==> config.mk <==
export PLATFORM = sky130hd
export DESIGN_NAME = percent_url_codec_flat
export DESIGN_NICKNAME = d
export VERILOG_FILES = /design/src/hdl/puc_pkg.sv /design/src/hdl/puc_ifs.sv /design/src/hdl/percent_url_codec.sv /design/src/hdl/puc_cfg.sv /design/src/hdl/puc_core.sv /design/src/hdl/puc_out.sv /design/src/flat_wrapper.sv
export SDC_FILE = /design/constraint.sdc
export NUM_CORES = 1
export LEC_CHECK = 0
export BUFFER_PORTS_ARGS = -buffer_cell sky130_fd_sc_hd__buf_2
export CORE_UTILIZATION = 45
export DETAILED_ROUTE_END_ITERATION = 8
export PLACE_DENSITY = 0.79
export SYNTH_ARGS = -nofsm -noshare
export SYNTH_HDL_FRONTEND = slang
export SYNTH_SLANG_ARGS = --single-unit
==> constraint.sdc <==
create_clock -name clk -period 4.23 [get_ports clk]
set_input_delay 1.269 -clock clk [delete_from_list [all_inputs] [get_ports clk]]
set_output_delay 1.269 -clock clk [all_outputs]
set_load 0.01 [all_outputs]
==> src/hdl/puc_pkg.sv <==
// Package for the percent URL codec: types, codes and byte class functions.
// No dependencies.
`default_nettype none

package puc_pkg;

  localparam int unsigned APB_AW = 3;
  localparam int unsigned APB_DW = 32;

  localparam logic REG_DECODE_MODE = 1'b0;

  localparam logic MODE_ENCODE = 1'b0;
  localparam logic MODE_DECODE = 1'b1;

  localparam logic [7:0] PCT_CHAR = 8'h25;

  typedef enum logic [2:0] {
    PH_IDLE = 3'b001,
    PH_PCT  = 3'b010,
    PH_DIG  = 3'b100
  } phase_t;

  typedef struct packed {
    logic decode_mode;
    logic clear;
  } cfg_t;

  typedef struct packed {
    logic [1:0] cnt;
    logic [7:0] b0;
    logic [7:0] b1;
    logic [7:0] b2;
  } res_t;

  function automatic logic is_unreserved(input logic [7:0] b);
    return (b inside {[8'h41:8'h5A], [8'h61:8'h7A], [8'h30:8'h39],
                      8'h2D, 8'h5F, 8'h2E, 8'h7E});
  endfunction

  // {is_hex, nibble}
  function automatic logic [4:0] hex_value(input logic [7:0] b);
    logic [4:0] v;
    v = 5'h00;
    if (b inside {[8'h30:8'h39]}) begin
      v = {1'b1, b[3:0]};
    end else if (b inside {[8'h41:8'h46], [8'h61:8'h66]}) begin
      v = {1'b1, b[3:0] + 4'd9};
    end
    return v;
  endfunction

  function automatic logic [7:0] hex_upper(input logic [3:0] v);
    return (v < 4'd10) ? (8'h30 + {4'h0, v}) : (8'h37 + {4'h0, v});
  endfunction

endpackage

`default_nettype wire

==> src/hdl/puc_ifs.sv <==
// Valid/ready channel interfaces for the percent URL codec.
// Input channel carries one text byte, output channel one produced byte.
`default_nettype none

interface puc_in_if;
  logic       valid;
  logic       ready;
  logic [7:0] in_byte;
  logic       stream_end;

  modport source (output valid, output in_byte, output stream_end, input ready);
  modport sink   (input valid, input in_byte, input stream_end, output ready);
endinterface

interface puc_out_if;
  logic       valid;
  logic       ready;
  logic [7:0] out_byte;
  logic       run_last;

  modport source (output valid, output out_byte, output run_last, input ready);
  modport sink   (input valid, input out_byte, input run_last, output ready);
endinterface

`default_nettype wire

==> src/hdl/percent_url_codec.sv <==
// Percent URL codec. Takes one text byte per item on the input channel and
// gives encoded or decoded bytes on the output channel, one per cycle while
// the output is ready. An item yielding one or no byte can enter every cycle
// while the output keeps up; an escaped byte in encode mode (three bytes)
// holds off the next item while the one-byte-wide output register sends its
// bytes. An item passes the input and result registers before its first
// output byte. decode_mode sits at APB address 0 and may only be written
// while the codec is idle; a write also clears any partial escape. Depends on
// puc_pkg, the channel interfaces, puc_cfg, puc_core and puc_out.
`default_nettype none

module percent_url_codec (
  input  wire logic                         clk,
  input  wire logic                         rst,
  puc_in_if.sink                            items,
  puc_out_if.source                         results,
  input  wire logic                         psel,
  input  wire logic                         penable,
  input  wire logic                         pwrite,
  input  wire logic [puc_pkg::APB_AW-1:0]   paddr,
  input  wire logic [puc_pkg::APB_DW-1:0]   pwdata,
  output logic      [puc_pkg::APB_DW-1:0]   prdata,
  output logic                              pready
);

  puc_pkg::cfg_t cfg;
  puc_pkg::res_t res;
  logic          can_load;
  logic          load;

  puc_cfg u_cfg (
    .clk     (clk),
    .rst     (rst),
    .psel    (psel),
    .penable (penable),
    .pwrite  (pwrite),
    .paddr   (paddr),
    .pwdata  (pwdata),
    .prdata  (prdata),
    .pready  (pready),
    .cfg     (cfg)
  );

  puc_core u_core (
    .clk      (clk),
    .rst      (rst),
    .cfg      (cfg),
    .items    (items),
    .can_load (can_load),
    .load     (load),
    .res      (res)
  );

  puc_out u_out (
    .clk      (clk),
    .rst      (rst),
    .load     (load),
    .res      (res),
    .can_load (can_load),
    .results  (results)
  );

endmodule

`default_nettype wire

==> src/hdl/puc_cfg.sv <==
// APB register block for the percent URL codec: holds decode_mode.
// Depends on puc_pkg.
`default_nettype none

module puc_cfg (
  input  wire logic                         clk,
  input  wire logic                         rst,
  input  wire logic                         psel,
  input  wire logic                         penable,
  input  wire logic                         pwrite,
  input  wire logic [puc_pkg::APB_AW-1:0]   paddr,
  input  wire logic [puc_pkg::APB_DW-1:0]   pwdata,
  output logic      [puc_pkg::APB_DW-1:0]   prdata,
  output logic                              pready,
  output puc_pkg::cfg_t                     cfg
);

  logic decode_mode;
  logic wr_mode;

  assign pready  = 1'b1;
  assign wr_mode = psel && penable && pwrite && pready &&
                   (paddr[2] == puc_pkg::REG_DECODE_MODE);

  always_ff @(posedge clk) begin
    if (rst) begin
      decode_mode <= puc_pkg::MODE_ENCODE;
    end else if (wr_mode) begin
      decode_mode <= pwdata[0];
    end
  end

  always_comb begin
    prdata = '0;
    if (paddr[2] == puc_pkg::REG_DECODE_MODE) begin
      prdata[0] = decode_mode;
    end
  end

  assign cfg.decode_mode = decode_mode;
  assign cfg.clear       = wr_mode;

endmodule

`default_nettype wire

==> src/hdl/puc_core.sv <==
// Input register and single-pass encode/decode logic with escape state.
// Depends on puc_pkg.
`default_nettype none

module puc_core (
  input  wire logic          clk,
  input  wire logic          rst,
  input  wire puc_pkg::cfg_t cfg,
  puc_in_if.sink             items,
  input  wire logic          can_load,
  output logic               load,
  output puc_pkg::res_t      res
);

  logic             item_vld;
  logic [7:0]       item_byte;
  logic             item_end;

  puc_pkg::phase_t  phase, phase_next;
  logic [3:0]       hi_nib, hi_nib_next;
  logic             first_hex, first_hex_next;

  logic [4:0]       hv;

  assign load        = item_vld && can_load;
  assign items.ready = !item_vld || can_load;

  always_ff @(posedge clk) begin
    if (rst) begin
      item_vld <= 1'b0;
    end else if (items.ready) begin
      item_vld <= items.valid;
    end
  end

  always_ff @(posedge clk) begin
    if (items.valid && items.ready) begin
      item_byte <= items.in_byte;
      item_end  <= items.stream_end;
    end
  end

  assign hv = puc_pkg::hex_value(item_byte);

  always_comb begin
    res            = '0;
    phase_next     = puc_pkg::PH_IDLE;
    hi_nib_next    = 4'h0;
    first_hex_next = 1'b0;
    if (cfg.decode_mode == puc_pkg::MODE_ENCODE) begin
      if (puc_pkg::is_unreserved(item_byte)) begin
        res.cnt = 2'd1;
        res.b0  = item_byte;
      end else begin
        res.cnt = 2'd3;
        res.b0  = puc_pkg::PCT_CHAR;
        res.b1  = puc_pkg::hex_upper(item_byte[7:4]);
        res.b2  = puc_pkg::hex_upper(item_byte[3:0]);
      end
    end else begin
      case (phase)
        puc_pkg::PH_PCT: begin
          phase_next     = puc_pkg::PH_DIG;
          hi_nib_next    = hv[3:0];
          first_hex_next = hv[4];
        end
        puc_pkg::PH_DIG: begin
          if (first_hex && hv[4]) begin
            res.cnt = 2'd1;
            res.b0  = {hi_nib, hv[3:0]};
          end
        end
        default: begin
          if (item_byte == puc_pkg::PCT_CHAR) begin
            phase_next = puc_pkg::PH_PCT;
          end else begin
            res.cnt = 2'd1;
            res.b0  = item_byte;
          end
        end
      endcase
      if (item_end) begin
        phase_next     = puc_pkg::PH_IDLE;
        hi_nib_next    = 4'h0;
        first_hex_next = 1'b0;
      end
    end
  end

  always_ff @(posedge clk) begin
    if (rst || cfg.clear) begin
      phase     <= puc_pkg::PH_IDLE;
      hi_nib    <= 4'h0;
      first_hex <= 1'b0;
    end else if (load) begin
      phase     <= phase_next;
      hi_nib    <= hi_nib_next;
      first_hex <= first_hex_next;
    end
  end

endmodule

`default_nettype wire

==> src/hdl/puc_out.sv <==
// Result register: holds up to three bytes of one item, one sent per ready cycle.
// Depends on puc_pkg.
`default_nettype none

module puc_out (
  input  wire logic          clk,
  input  wire logic          rst,
  input  wire logic          load,
  input  wire puc_pkg::res_t res,
  output logic               can_load,
  puc_out_if.source          results
);

  logic [1:0] remain;
  logic [7:0] b0, b1, b2;
  logic       pop;

  assign pop      = results.valid && results.ready;
  assign can_load = (remain == 2'd0) || ((remain == 2'd1) && results.ready);

  always_ff @(posedge clk) begin
    if (rst) begin
      remain <= 2'd0;
    end else if (load) begin
      remain <= res.cnt;
    end else if (pop) begin
      remain <= remain - 2'd1;
    end
  end

  always_ff @(posedge clk) begin
    if (load) begin
      b0 <= res.b0;
      b1 <= res.b1;
      b2 <= res.b2;
    end else if (pop) begin
      b0 <= b1;
      b1 <= b2;
    end
  end

  assign results.valid    = (remain != 2'd0);
  assign results.out_byte = b0;
  assign results.run_last = (remain == 2'd1);

endmodule

`default_nettype wire

==> src/flat_wrapper.sv <==
// flat-port wrapper written by rule: the top's interface ports become plain ports
module percent_url_codec_flat 
  (clk, rst, psel, penable, pwrite, paddr, pwdata, prdata, pready, items_valid, items_in_byte, items_stream_end, items_ready, results_valid, results_out_byte, results_run_last, results_ready);
  puc_in_if items_i ();
  puc_out_if results_i ();
  input  wire logic clk;
  input  wire logic rst;
  input  wire logic psel;
  input  wire logic penable;
  input  wire logic pwrite;
  input  wire logic [puc_pkg::APB_AW-1:0] paddr;
  input  wire logic [puc_pkg::APB_DW-1:0] pwdata;
  output logic      [puc_pkg::APB_DW-1:0] prdata;
  output logic pready;
  input wire logic [$bits(items_i.valid)-1:0] items_valid;
  input wire logic [$bits(items_i.in_byte)-1:0] items_in_byte;
  input wire logic [$bits(items_i.stream_end)-1:0] items_stream_end;
  output wire logic [$bits(items_i.ready)-1:0] items_ready;
  output wire logic [$bits(results_i.valid)-1:0] results_valid;
  output wire logic [$bits(results_i.out_byte)-1:0] results_out_byte;
  output wire logic [$bits(results_i.run_last)-1:0] results_run_last;
  input wire logic [$bits(results_i.ready)-1:0] results_ready;
  assign items_i.valid = items_valid;
  assign items_i.in_byte = items_in_byte;
  assign items_i.stream_end = items_stream_end;
  assign items_ready = items_i.ready;
  assign results_valid = results_i.valid;
  assign results_out_byte = results_i.out_byte;
  assign results_run_last = results_i.run_last;
  assign results_i.ready = results_ready;
  percent_url_codec u_core (.clk(clk), .rst(rst), .items(items_i), .results(results_i), .psel(psel), .penable(penable), .pwrite(pwrite), .paddr(paddr), .pwdata(pwdata), .prdata(prdata), .pready(pready));
endmodule
* Word-level counts from Yosys, hierarchy flattened
Index checks and enable logic that the tools add are counted.
** Word-level totals
- Register bits :: 45
- Word-level logic and storage cells :: 87
- Input port bits :: 51
** Operators by class
- Bitwise operators :: 1
- Mux-type cells :: 28
- Magnitude comparators :: 10
- Eq/ne operators :: 8
- $add $sub $neg :: 6
- Reduce and logical (&&, ||, !) cells :: 23
** Operators by type and width (count)
- $le 8x7->1 const B :: 4
- $mux 8 :: 4
- $add 6x4->7 const A :: 4
- $eq 8x6->1 const B :: 3
- $mux 10 :: 2
- $mux 9 :: 2
- $pmux 9 s2 :: 1
- $eq 8x7->1 const B :: 2
- $ge 8x7->1 const B :: 2
- $mux 16 :: 1
- $mux 15 :: 1
- $mux 7 :: 2
- $logic_and 1x1->1 :: 13
- $mux 4 :: 3
- $mux 5 :: 2
- $ge 8x6->1 const B :: 1
- $le 8x6->1 const B :: 1
- $lt 4x4->1 const B :: 2
- $reduce_bool 7->1 :: 1
- $mux 2 :: 3
- $mux 3 :: 2
- $pmux 3 s2 :: 1
- $reduce_bool 2->1 :: 3
- $add 4x4->4 const B :: 1
- other kinds (10) :: 15

* Longest topological paths before layout
Gate-level depths: netlist of run 1.
- Word-level depth :: 10
- Gate-level depth with buffers :: 9
- Gate-level depth less buffers :: 9

* By module
A second synthesis of run 1 with hierarchy kept.
** Second synthesis, totals
- Cells, all modules :: 299
- Area total of the unflattened synthesis :: 2986.6 sq um
** Modules (own cells, without submodules)
- puc_core :: area each 1557.7 sq um, cells an instance 196, times used 1, sequential area each 450.4 sq um
- puc_out :: area each 1104.8 sq um, cells an instance 61, times used 1, sequential area each 760.7 sq um
- puc_cfg :: area each 324.1 sq um, cells an instance 42, times used 1, sequential area each 20.0 sq um

* Least setup slack after synthesis of run 1
Ideal clock, no wire load.
- Kind :: flip-flop to flip-flop
- Start point :: register u_core.u_core.item_byte[1]
- End point :: register u_core.u_out.b0[3], in the netlist u_core.u_out.results.out_byte[3] (data pin)
- Cell stages (with the launch flop) :: 8
- Arrival time :: 2.634 ns
- Setup slack :: 1.339 ns
- Path through :: edfxtp_1 > inv_1 > ha_1 > or4b_1 > a311o_1 > a2111o_1 > and2_1 > a32o_1
** On the way
- Word-level cells in the longest chain between the ends :: 10
- Elaborated cells between the ends (all ways) :: 30
** Ends and longest elaborated chain
- from (decl) :: RTL line puc_core.sv:16 : logic [7:0] item_byte;
- from (signal assigned) :: RTL line puc_core.sv:38 : item_byte <= items.in_byte;
- $ge 8x7->1 or $le 8x7->1 (tied branches) :: RTL line puc_pkg.sv:36, puc_pkg.sv:46
- $logic_and 1x1->1 :: RTL line puc_pkg.sv:46 : end else if (b inside {[8'h41:8'h46], [8'h61:8'h66]}) begin
- $reduce_bool 2->1 :: RTL line puc_pkg.sv:46
- $mux 5 :: RTL line puc_pkg.sv:46
- $mux 5 :: RTL line puc_pkg.sv:44 : if (b inside {[8'h30:8'h39]}) begin
- $logic_and 1x1->1 :: RTL line puc_core.sv:68 : if (first_hex && hv[4]) begin
- $mux 9 :: RTL line puc_core.sv:68
- $pmux 9 s2 :: RTL line puc_core.sv:61 : case (phase)
- $mux 10 (*) :: RTL line puc_core.sv:50 : if (cfg.decode_mode == puc_pkg::MODE_ENCODE) begin
- $mux 8 (*) :: RTL line puc_out.sv:32 : if (load) begin
- to (signal assigned) :: RTL line puc_out.sv:33 : b0 <= res.b0;
- to (decl) :: RTL line puc_out.sv:15 : logic [7:0] b0, b1, b2;
Mark *: on every way between the ends. The rest lies on a longest branch, timed or not.
A chain may end at the register's enable or synchronous reset.

* Final worst setup path of run 1
Same ends and word-level chain as after synthesis.

==> run_results.csv, run 1 <==
group,metric,value,unit
outcome,status,"complete, no violations",
power_and_ir_drop,power,1.18,mW
power_and_ir_drop,ir_worst_vdd,0.161,mV
timing,rsz0062_at_grt,"no",
timing,fin_tns_setup,0,ps
global_routing,overflow,0,
final_layout,multi_input_area,1370,um2
clock_tree,ctsResizeCount,0,
die,dieArea,6490,um2
yosys,ys_ff_latch,43,
job,cap_violations,0,
clock_tree,cts_tree,"built",
timing,slew_headroom,52.8,%
critical_path,crit_path_end_kind,"flip-flop",
critical_path,regToRegSetupSlack,740,ps
routing,initialDrtViolationCount,234,
clock_tree,clockRootBuffer,"clkbuf_8",
final_layout,final_nets,380,
placement,dpl.hpwl,4070,um
placement,placedCellCount,386,
yosys,synthesis.area,2780,um2
final_layout,fillers,548,
routing,vias,2238,
critical_path,cp.required,4300,ps
hold_path,hold_path_startpoint,"u_core.u_core.hi_nib[3]",
routing,via_per_inst,5.68,
timing,finalClockSkew,8.41,ps
clock_tree,cts_hold_buffers,0,
critical_path,cp-start-kind,"flip-flop",
global_routing,grt_pass1_wl,9220,um
final_layout,finalNonFillerCells,394,
global_routing,grt_pass1_vias,1925,
die,num_rows,28,
clock_tree,clk_path_buf_depth,2,
routing,routed_wirelength,5810,um
hold_path,holdPathEnd,"u_core.u_core.hi_nib[3]",
yosys,syn_area_per_cell,9.42,um2
die,core,5920,um2
placement,port_buffers,29,
critical_path,r2r_cells,7,
placement,placed_area,2850,um2
power_and_ir_drop,power.leakage,1.16,nW
global_routing,grt_max_degree,31,
hold_path,hold_class,"reg2reg",
clock_tree,cts_htree_levels,2,
final_layout,ff_latch_area,1170,um2
clock_tree,post_cts_buffers,0,
critical_path,worstPathArrival,3560,ps
timing,setup_viol,0,
timing,slew_viol_final,0,
final_layout,layout-drive-gt1-share,15.7,%
global_routing,antenna_found_initial,0,
yosys,post-synth-top-area-cell,"edfxtp_1",
clock_tree,clk_pin_slew,90,ps
yosys,ys_warn_count,0,
clock_tree,cts_buffers,5,
final_layout,antenna_cells,0,
yosys,yosys.area.top_type_share,33.5,%
timing,fmax,0.287,GHz
yosys,synth_edf_count,31,
timing,fin_crit,3490,ps
routing,wl_per_cell,14.7,um
final_layout,syn_to_final_growth,6.71,%
yosys,ys_seq_area_share,42.2,%
die,die_h,80.6,um
routing,first_pass_iters,6,
clock_tree,clock_sinks,43,
yosys,syn_inst,295,
hold_path,hold_depth,2,
routing,ant_nets,0,
timing,finalCritPeriodShare,82.4,%
power_and_ir_drop,power_density,398,nW/um2
yosys,ys_types,54,
global_routing,track_usage,18.7,%
placement,gp_congestion,0.961,
die,num_io_pins,95,
clock_tree,clock_latency,310,ps
die,start_util,46.9,%
critical_path,crit_path_max_fanout,17,
yosys,synthArstFlopShare,0,%
timing,worst_slew_pin_slew,708,ps
timing,hold_violations,0,
critical_path,reg2reg_to,"u_core.u_out.results.out_byte[3]",
yosys,synth-main-ff-cell,"edfxtp_1",
yosys,synth.area.top_cells,"edfxtp_1, buf_4, dfxtp_1, ha_1, nor2_1",
critical_path,timing.rr.start,"u_core.u_core.item_byte[1]",
final_layout,postLayoutCellArea,2960,um2
critical_path,worstSetupPathType,"reg2reg",
die,die_w,80.6,um
routing,drcViolationCount,0,
-- logic make-up (layout without fill, tap and decap cells) --
group | count (synthesis) | count (layout) | synth area share, %
flip-flops | 43 | 43 | 42.2
adder cells (fa/ha/maj) | 12 | 12 | 5.32
XOR/XNOR | 5 | 5 | 1.58
multiplexers | 3 | 3 | 1.08
buffers and inverters | 61 | 55 | 12.7
other | 2 | 32 | 0.270
AO/OA/AOI/OAI | 78 | 78 | 20.4
AND/OR/NAND/NOR | 91 | 91 | 16.5
-- power breakdown --
group | internal [mW] | switching [mW] | total [mW]
clock network | 0.176 | 0.152 | 0.327
logic | 0.0996 | 0.185 | 0.285
registers | 0.530 | 0.0373 | 0.568
total | 0.806 | 0.374 | 1.18
-- worst max-delay path by stage --
| stage | from | cells after the start | endpoint |
|---|---|---|---|
| finish | u_core.u_core.item_byte[1] | 7 | u_core.u_out.results.out_byte[3] |
| global route | u_core.u_core.item_byte[1] | 7 | u_core.u_out.results.out_byte[3] |
| CTS | u_core.u_core.item_byte[1] | 7 | u_core.u_out.results.out_byte[3] |
| detailed placement | u_core.u_core.item_byte[1] | 7 | u_core.u_out.results.out_byte[3] |
| global placement | u_core.u_core.item_byte[1] | 7 | u_core.u_out.results.out_byte[3] |
| floorplan | u_core.u_core.item_byte[1] | 7 | u_core.u_out.results.out_byte[3] |
-- stage by stage --
step                      setup WS [ps]  hold slack, ps  util, %
after floorplan                    1340             437        -
after global placement              841             451     48.2
after detailed placement            830             473     48.2
after CTS                           802             486     50.1
after global routing                636             517     50.1
final                               744             489     50.1
-- flip-flops by register name (all words and copies together) (netlist names), 2 cells and up --
register                       flops
u_core.u_out.b1                    7
u_core.u_core.hi_nib               4
u_core.u_out.remain                2
u_core.u_out.b2                    7
u_core.u_core.item_byte            8
u_core.u_core.phase                3
u_core.u_out.results.out_byte      8
-- final cells by class --
type / count / share of cell area [%]
clock buffers: 5 / 2.32
flip-flops and latches: 43 / 39.5
well taps: 75 / 3.17
inverters: 16 / 2.03
repair buffers: 31 / 5.40
clock inverters: 3 / 1.48
multi-input cells: 221 / 46.1
-- routing by layer --
layer	global-route usage (%)	part of all wire (%)	vias to the layer above
met4	5.00	1.6	0
met3	3.86	8.5	17
met5	0	0	-
met2	29.8	47	147
li1	-	-	1053
met1	25.6	43	1021
-- Yosys cell counts, types with 4 or more instances --
library cell,count
a211oi_1,5
a21oi_1,18
and2_1,4
buf_4,33
clkbuf_1,9
dfxtp_1,12
edfxtp_1,31
ha_1,11
inv_1,15
nand2_1,25
nand2b_1,7
nand3_1,5
nand4_1,4
nor2_1,27
nor2b_1,6
nor3_1,4
o21ai_0,16
xnor2_1,4
-- cells in the final DEF, fill, tap and decap left out, types with 3 or more instances in the layout --
cell type  synthesis  routed
a211oi_1           5       5
a21oi_1           18      18
a221oi_1           3       3
a22oi_1            3       3
and2_1             4       4
buf_2              0      29
clkbuf_8           0       5
conb_1             2      32
dfxtp_1           12      12
edfxtp_1          31      31
ha_1              11      11
inv_1             15      15
mux2i_1            3       3
nand2_1           25      25
nand2b_1           7       7
nand3_1            5       5
nand4_1            4       4
nor2_1            27      27
nor2b_1            6       6
nor3_1             4       4
o21a_1             3       3
o21ai_0           16      16
o31ai_2            3       3
xnor2_1            4       4
-- worst max-delay path: stages (launching register included) --
cell and delay (ps):
edfxtp_1 560, inv_1 280, ha_1 280, or4b_1 520, a311o_1 430, a2111o_1 670
and2_1 290, a32o_1 220
(Power assumes the default switching activity.)
==> inputs of run 2 (changes only) <==
--- a/config.mk
+++ b/config.mk
@@ -5,10 +5,11 @@
 export SDC_FILE = /design/constraint.sdc
 export NUM_CORES = 1
 export LEC_CHECK = 0
+export ABC_AREA = 1
 export BUFFER_PORTS_ARGS = -buffer_cell sky130_fd_sc_hd__buf_2
 export CORE_UTILIZATION = 45
 export DETAILED_ROUTE_END_ITERATION = 8
-export PLACE_DENSITY = 0.79
+export PLACE_DENSITY = 0.81
 export SYNTH_ARGS = -nofsm -noshare
 export SYNTH_HDL_FRONTEND = slang
 export SYNTH_SLANG_ARGS = --single-unit
==> constraint.sdc (replaced) <==
create_clock -name clk -period 2.9 [get_ports clk]
set_input_delay 0.87 -clock clk [delete_from_list [all_inputs] [get_ports clk]]
set_output_delay 0.87 -clock clk [all_outputs]
set_load 0.01 [all_outputs]
==> run 2 against run 1 <==
  * Worst setup slack got worse by 210 ps
  * Sequential power increased by 55%
  * Global-route usage increased by 0.34 points
  * Synthesized area increased by 3.0%
  * Die area increased by 2.9%
  * Critical endpoint is now u_core.u_out.results.out_byte[5]
==> run_results.csv, run 2 <==
group,metric,value,unit
clock_tree,cts_buffers,5,
timing,finalCritPeriodShare,81.6,%
placement,dpl.hpwl,4540,um
power_and_ir_drop,power_density,596,nW/um2
routing,initialDrtViolationCount,145,
critical_path,max_stage_delay,470,ps
final_layout,antenna_cells,0,
critical_path,timing.rr.start,"u_core.u_core.item_byte[4]",
critical_path,critPathBufInv,3,
yosys,post-synth-top-area-cell,"edfxtp_1",
power_and_ir_drop,switching_share,35.3,%
timing,rsz0062_at_grt,"no",
hold_path,hold_depth,2,
yosys,syn_area_per_cell,7.63,um2
job,cap_violations,0,
final_layout,layout-drive-gt1-share,16.2,%
power_and_ir_drop,pwr-share-seq,48.4,%
yosys,ys_seq_area_share,40.9,%
timing,setup_viol,0,
global_routing,grt_pass1_wl,9590,um
power_and_ir_drop,power.leakage,1.43,nW
critical_path,r2r_cells,15,
yosys,synth_edf_count,31,
critical_path,worstPathArrival,2430,ps
timing,finalClockSkew,11.5,ps
global_routing,overflow,0,
timing,slew_viol_final,0,
die,dieArea,6680,um2
die,num_rows,28,
placement,pre_cts_ws,606,ps
routing,routed_wirelength,5870,um
timing,finalWorstSetupSlack,532,ps
routing,via_per_inst,5.02,
clock_tree,clk_pin_slew,80,ps
critical_path,startpoint,"u_core.u_core.item_byte[4]",
global_routing,grt_max_degree,20,
placement,port_buffers,29,
routing,vias,2421,
yosys,synth_common_cells,"nand2_1, buf_4, edfxtp_1, inv_1, nor2_1",
routing,wl_per_cell,12.2,um
global_routing,grt_pass1_vias,2138,
clock_tree,cts_hold_buffers,0,
clock_tree,ctsResizeCount,0,
clock_tree,cts_htree_levels,2,
power_and_ir_drop,p_int,1.18,mW
timing,fmax,0.422,GHz
yosys,ys_warn_count,0,
timing,hold_violations,0,
clock_tree,clock_sinks,43,
clock_tree,clockRootBuffer,"clkbuf_8",
power_and_ir_drop,ir_worst_vdd,0.344,mV
critical_path,crit_path_end_kind,"flip-flop",
critical_path,worstPathCellList,"inv_1 > ha_1 > inv_1 > nor2_1 > nand2_1 > nand2_1 > nand2_1 > nand2_1 > nand3_2 > nand2_2 > inv_2 > nand2_1 > nand2_1 > nand2_1 > nand2_1",
clock_tree,cts_tree,"built",
yosys,syn_inst,375,
clock_tree,clock_latency,300,ps
routing,top_layer,"met4",
critical_path,critPathMostFrequentCell,"nand2_1",
yosys,synth.area.top_cells,"edfxtp_1, nand2_1, buf_4, dfxtp_1, ha_1",
die,die_w,81.7,um
critical_path,cp-start-kind,"flip-flop",
routing,wl_met2,2800,um
hold_path,hold_class,"reg2reg",
routing,drcViolationCount,0,
die,core,6030,um2
final_layout,finalNonFillerCells,482,
die,die_h,81.7,um
yosys,synthesis.area,2860,um2
critical_path,cp.depth,15,
routing,ant_nets,0,
outcome,status,"complete, no violations",
critical_path,crit_path_max_fanout,8,
clock_tree,post_cts_buffers,0,
final_layout,final_nets,468,
power_and_ir_drop,p_clk_share,20.3,%
yosys,ys_types,29,
routing,m1WireLength,2580,um
power_and_ir_drop,combPwrFrac,31.3,%
yosys,yosys.area.top_type_share,32.5,%
global_routing,antenna_found_initial,0,
final_layout,layout_commonest_cell,"nand2_1",
yosys,ys_ff_latch,43,
yosys,synthArstFlopShare,0,%
power_and_ir_drop,switchingPower,0.642,mW
die,num_io_pins,95,
global_routing,track_usage,19.1,%
critical_path,critPathSlowestCell,"edfxtp_1",
critical_path,cp.required,2960,ps
critical_path,worstSetupPathType,"reg2reg",
clock_tree,clk_path_buf_depth,2,
hold_path,hold_path_startpoint,"u_core.u_core.hi_nib[0]",
placement,gp_congestion,1.01,
timing,fin_tns_setup,0,ps
placement,placedCellCount,474,
critical_path,cp_top_family,"simple AND/OR/NAND/NOR gates",
routing,met3_length,410,um
final_layout,syn_to_final_growth,6.69,%
yosys,yosysMostFrequentCell,"nand2_1",
yosys,synth-main-ff-cell,"edfxtp_1",
die,start_util,47.5,%
routing,first_pass_iters,5,
timing,fin_crit,2370,ps
final_layout,mostFrequentLayoutCells,"nand2_1, conb_1, inv_1, nor2_1, edfxtp_1",
run 2: cell count changes after synthesis, sizes merged, moves of 5 or more:
cell,change
nor2b,-6
nand2b,-7
nand2,+87
o21ai,+10
inv,+25
o31ai,-5
nor2,+10
nand3,+17
clkbuf,-6
run 2: layout make-up:
type,instances,area [um2]
multi-input cells,281,1370
clock inverters,2,12.5
well taps,75,93.8
inverters,41,154
repair buffers,34,183
flip-flops and latches,43,1170
fillers,605,2970
clock buffers,6,72.6
run 2: per-layer routing:
metal / global-route usage (%) / vias up
li1: - / 1207
met1: 24.3 / 1098
met2: 32.0 / 103
met3: 3.67 / 13
met4: 6.67 / 0
met5: 0 / -
run 2: worst min-delay path, stage by stage, from the launching register on:
cell and delay, ps:
dfxtp_1 320, nand2_1 60, a21oi_1 50
run 2: through the flow:
step                      utilization [%]  hold WS [ps]  cell area, um2  total power [mW]
after floorplan                         -           445            2970              1.32
after global placement               49.2           455            2970              1.43
after detailed placement             49.2           459            2970              1.46
after CTS                            50.6           472            3050              1.83
after global routing                 50.6           502            3050              1.94
final                                50.6           480            3050              1.82
run 2: worst paths after layout:
| path | endpoint | slack, ps |
|---|---|---|
| setup / recovery | u_core.u_out.results.out_byte[5] | 530 |
| hold reg to reg | u_core.u_core.hi_nib[0] | 480 |
| setup reg to reg | u_core.u_out.results.out_byte[5] | 530 |
| hold / removal | u_core.u_core.hi_nib[0] | 480 |
run 2: cell families after synthesis:
logic type	after synthesis	share of synthesized area (%)
buf+inv	81	15.3
xor+xnor	2	0.613
other cells	2	0.263
flops	43	40.9
compound gates	55	10.3
fa+ha+maj	11	4.81
simple gates	181	27.8
run 2: power by group through the flow:
stage,sequential (mW),clock (mW),combinational [mW]
6_report,0.881,0.369,0.570
3_3_place_gp,0.887,0,0.548
2_1_floorplan,0.901,0,0.415
5_1_grt,0.895,0.400,0.647
4_1_cts,0.881,0.379,0.569
3_5_place_dp,0.895,0,0.567
==> inputs of run 3 (changes only) <==
--- a/config.mk
+++ b/config.mk
@@ -9,7 +9,7 @@
 export BUFFER_PORTS_ARGS = -buffer_cell sky130_fd_sc_hd__buf_2
 export CORE_UTILIZATION = 45
 export DETAILED_ROUTE_END_ITERATION = 8
-export PLACE_DENSITY = 0.81
+export PLACE_DENSITY = 0.78
 export SYNTH_ARGS = -nofsm -noshare
 export SYNTH_HDL_FRONTEND = slang
 export SYNTH_SLANG_ARGS = --single-unit
==> constraint.sdc (replaced) <==
create_clock -name clk -period 2.4 [get_ports clk]
set_input_delay 0.72 -clock clk [delete_from_list [all_inputs] [get_ports clk]]
set_output_delay 0.72 -clock clk [all_outputs]
set_load 0.01 [all_outputs]
==> run 3 against run 2 <==
  * Fmax increased by 4.9%
  * Count of clock-buffer cells in the layout unchanged
  * Worst hold slack got worse by 12 ps
  * Routed wire length decreased by 2.2%
  * Clock skew decreased by 4.7 ps
  * Critical path type unchanged
  * Highest routed layer unchanged
==> run_results.csv, run 3 (synthesis results as in run 2) <==
group,metric,value,unit
outcome,status,"complete, no violations",
routing,met3_length,332,um
placement,gp_congestion,0.957,
routing,vias,2365,
timing,fmax,0.443,GHz
timing,finalCritPeriodShare,94.0,%
die,die_w,81.7,um
power_and_ir_drop,power_density,772,nW/um2
critical_path,timing.rr.start,"u_core.u_core.item_byte[5]",
die,num_io_pins,95,
critical_path,crit_path_end_kind,"flip-flop",
timing,setup_viol,0,
critical_path,cp.required,2460,ps
placement,placedCellCount,478,
critical_path,critPathMostFrequentCell,"nand2_1",
global_routing,grt_pass1_wl,9070,um
routing,routed_wirelength,5740,um
final_layout,final_util,52.1,%
critical_path,cp_top_family,"simple AND/OR/NAND/NOR gates",
die,dieArea,6680,um2
critical_path,max_stage_delay,540,ps
final_layout,mostFrequentLayoutCells,"nand2_1, conb_1, nor2_1, edfxtp_1, inv_1",
die,die_h,81.7,um
global_routing,antenna_found_initial,0,
hold_path,hold_class,"reg2reg",
placement,port_buffers,29,
final_layout,finalNonFillerCells,487,
routing,m1WireLength,2580,um
final_layout,final_nets,473,
clock_tree,clk_pin_slew,80,ps
timing,rsz0062_at_grt,"no",
critical_path,critPathBufInv,3,
clock_tree,cts_htree_levels,2,
critical_path,crit_path_max_fanout,8,
timing,hold_violations,0,
critical_path,cp-start-kind,"flip-flop",
routing,drcViolationCount,0,
routing,via_per_inst,4.86,
critical_path,worstSetupPathType,"reg2reg",
clock_tree,clock_latency,300,ps
die,core,6030,um2
global_routing,grt_pass1_vias,2007,
clock_tree,clk_path_buf_depth,2,
critical_path,critPathSlowestCell,"edfxtp_1",
clock_tree,clock_sinks,43,
global_routing,track_usage,18.2,%
global_routing,overflow,0,
critical_path,worstPathArrival,2320,ps
die,start_util,47.5,%
clock_tree,cts_tree,"built",
critical_path,startpoint,"u_core.u_core.item_byte[5]",
job,cap_violations,0,
routing,initialDrtViolationCount,144,
timing,finalClockSkew,6.83,ps
final_layout,layout-drive-gt1-share,17.5,%
power_and_ir_drop,power.leakage,1.47,nW
routing,top_layer,"met4",
global_routing,grt_max_degree,27,
timing,fin_crit,2260,ps
routing,wl_per_cell,11.8,um
timing,hold_ws,468,ps
clock_tree,clockRootBuffer,"clkbuf_8",
timing,slew_viol_final,0,
clock_tree,cts_buffers,5,
clock_tree,cts_hold_buffers,0,
final_layout,layout_commonest_cell,"nand2_1",
routing,wl_met2,2660,um
routing,ant_nets,0,
final_layout,antenna_cells,0,
power_and_ir_drop,power,2.42,mW
hold_path,hold_path_startpoint,"u_core.u_core.hi_nib[3]",
power_and_ir_drop,ir_worst_vdd,0.371,mV
placement,dpl.hpwl,4350,um
timing,fin_tns_setup,0,ps
routing,first_pass_iters,4,
critical_path,worstPathCellList,"inv_2 > ha_1 > inv_1 > a21oi_1 > nand2_1 > nand2_1 > nand3_2 > nand2_2 > inv_2 > nand2_1 > nand2_1 > nand2_1 > nand2_1",
die,num_rows,28,
final_layout,syn_to_final_growth,9.67,%
==> run 3: cell types whose count changed in the layout (fill, tap and decap cells not counted), sizes merged <==
cell | before | now
bufinv | 0 | 2
clkinv | 2 | 1
clkinvlp | 1 | 0
buf | 34 | 39
==> run 3: routing by layer <==
layer | up-vias | global-route usage, %
li1 | 1223 | -
met1 | 1046 | 24.0
met2 | 81 | 28.5
met5 | - | 0
met4 | 0 | 8.07
met3 | 15 | 4.00
==> run 3: final timing paths <==
| kind | endpoint | slack [ps] | depth (start not counted) |
|---|---|---|---|
| worst max-delay path | u_core.u_out.results.out_byte[5] | 140 | 13 |
| worst min-delay path | u_core.u_core.hi_nib[3] | 470 | 2 |
| worst max register to register | u_core.u_out.results.out_byte[5] | 140 | 13 |
| worst min register to register | u_core.u_core.hi_nib[3] | 470 | 2 |
==> run 3: what timing repair did <==
item / CTS / global route
setup endpoints to repair: 0 / 1
buffers inserted: 0 / 1
gates resized for setup: 0 / 1
==> run 3: layout make-up <==
class | instances | area [um2]
Timing Repair Buffer | 39 | 220
Fill cell | 588 | 2890
Tap cell | 75 | 93.8
Sequential cell | 43 | 1170
Inverter | 41 | 154
Multi-Input combinational cell | 281 | 1370
Clock buffer | 6 | 72.6
Clock inverter | 2 | 60.1
==> run 3: tightest hold or removal path, delay by kind of cell (launching register included) <==
| family | cells | cell delay [ps] |
|---|---|---|
| AOI/OAI and AO/OA | 1 | 50 |
| DFF | 1 | 310 |
| and+or+nand+nor | 1 | 60 |
==> run 3: through the flow <==
| stage | setup WS [ps] | area (um2) |
|---|---|---|
| CTS | 170 | 3130 |
| global route | 8.62 | 3140 |
| detailed placement | 196 | 3000 |
| global placement | 235 | 3000 |
| floorplan | 85.1 | 2970 |
| finish | 144 | 3140 |
==> run 3: where the power goes <==
group	switching [mW]	leakage (nW)	internal (mW)
Clock	0.253	0.0654	0.416
Sequential	0.0640	0.395	0.996
Combinational	0.459	1.01	0.233
Total	0.776	1.47	1.65
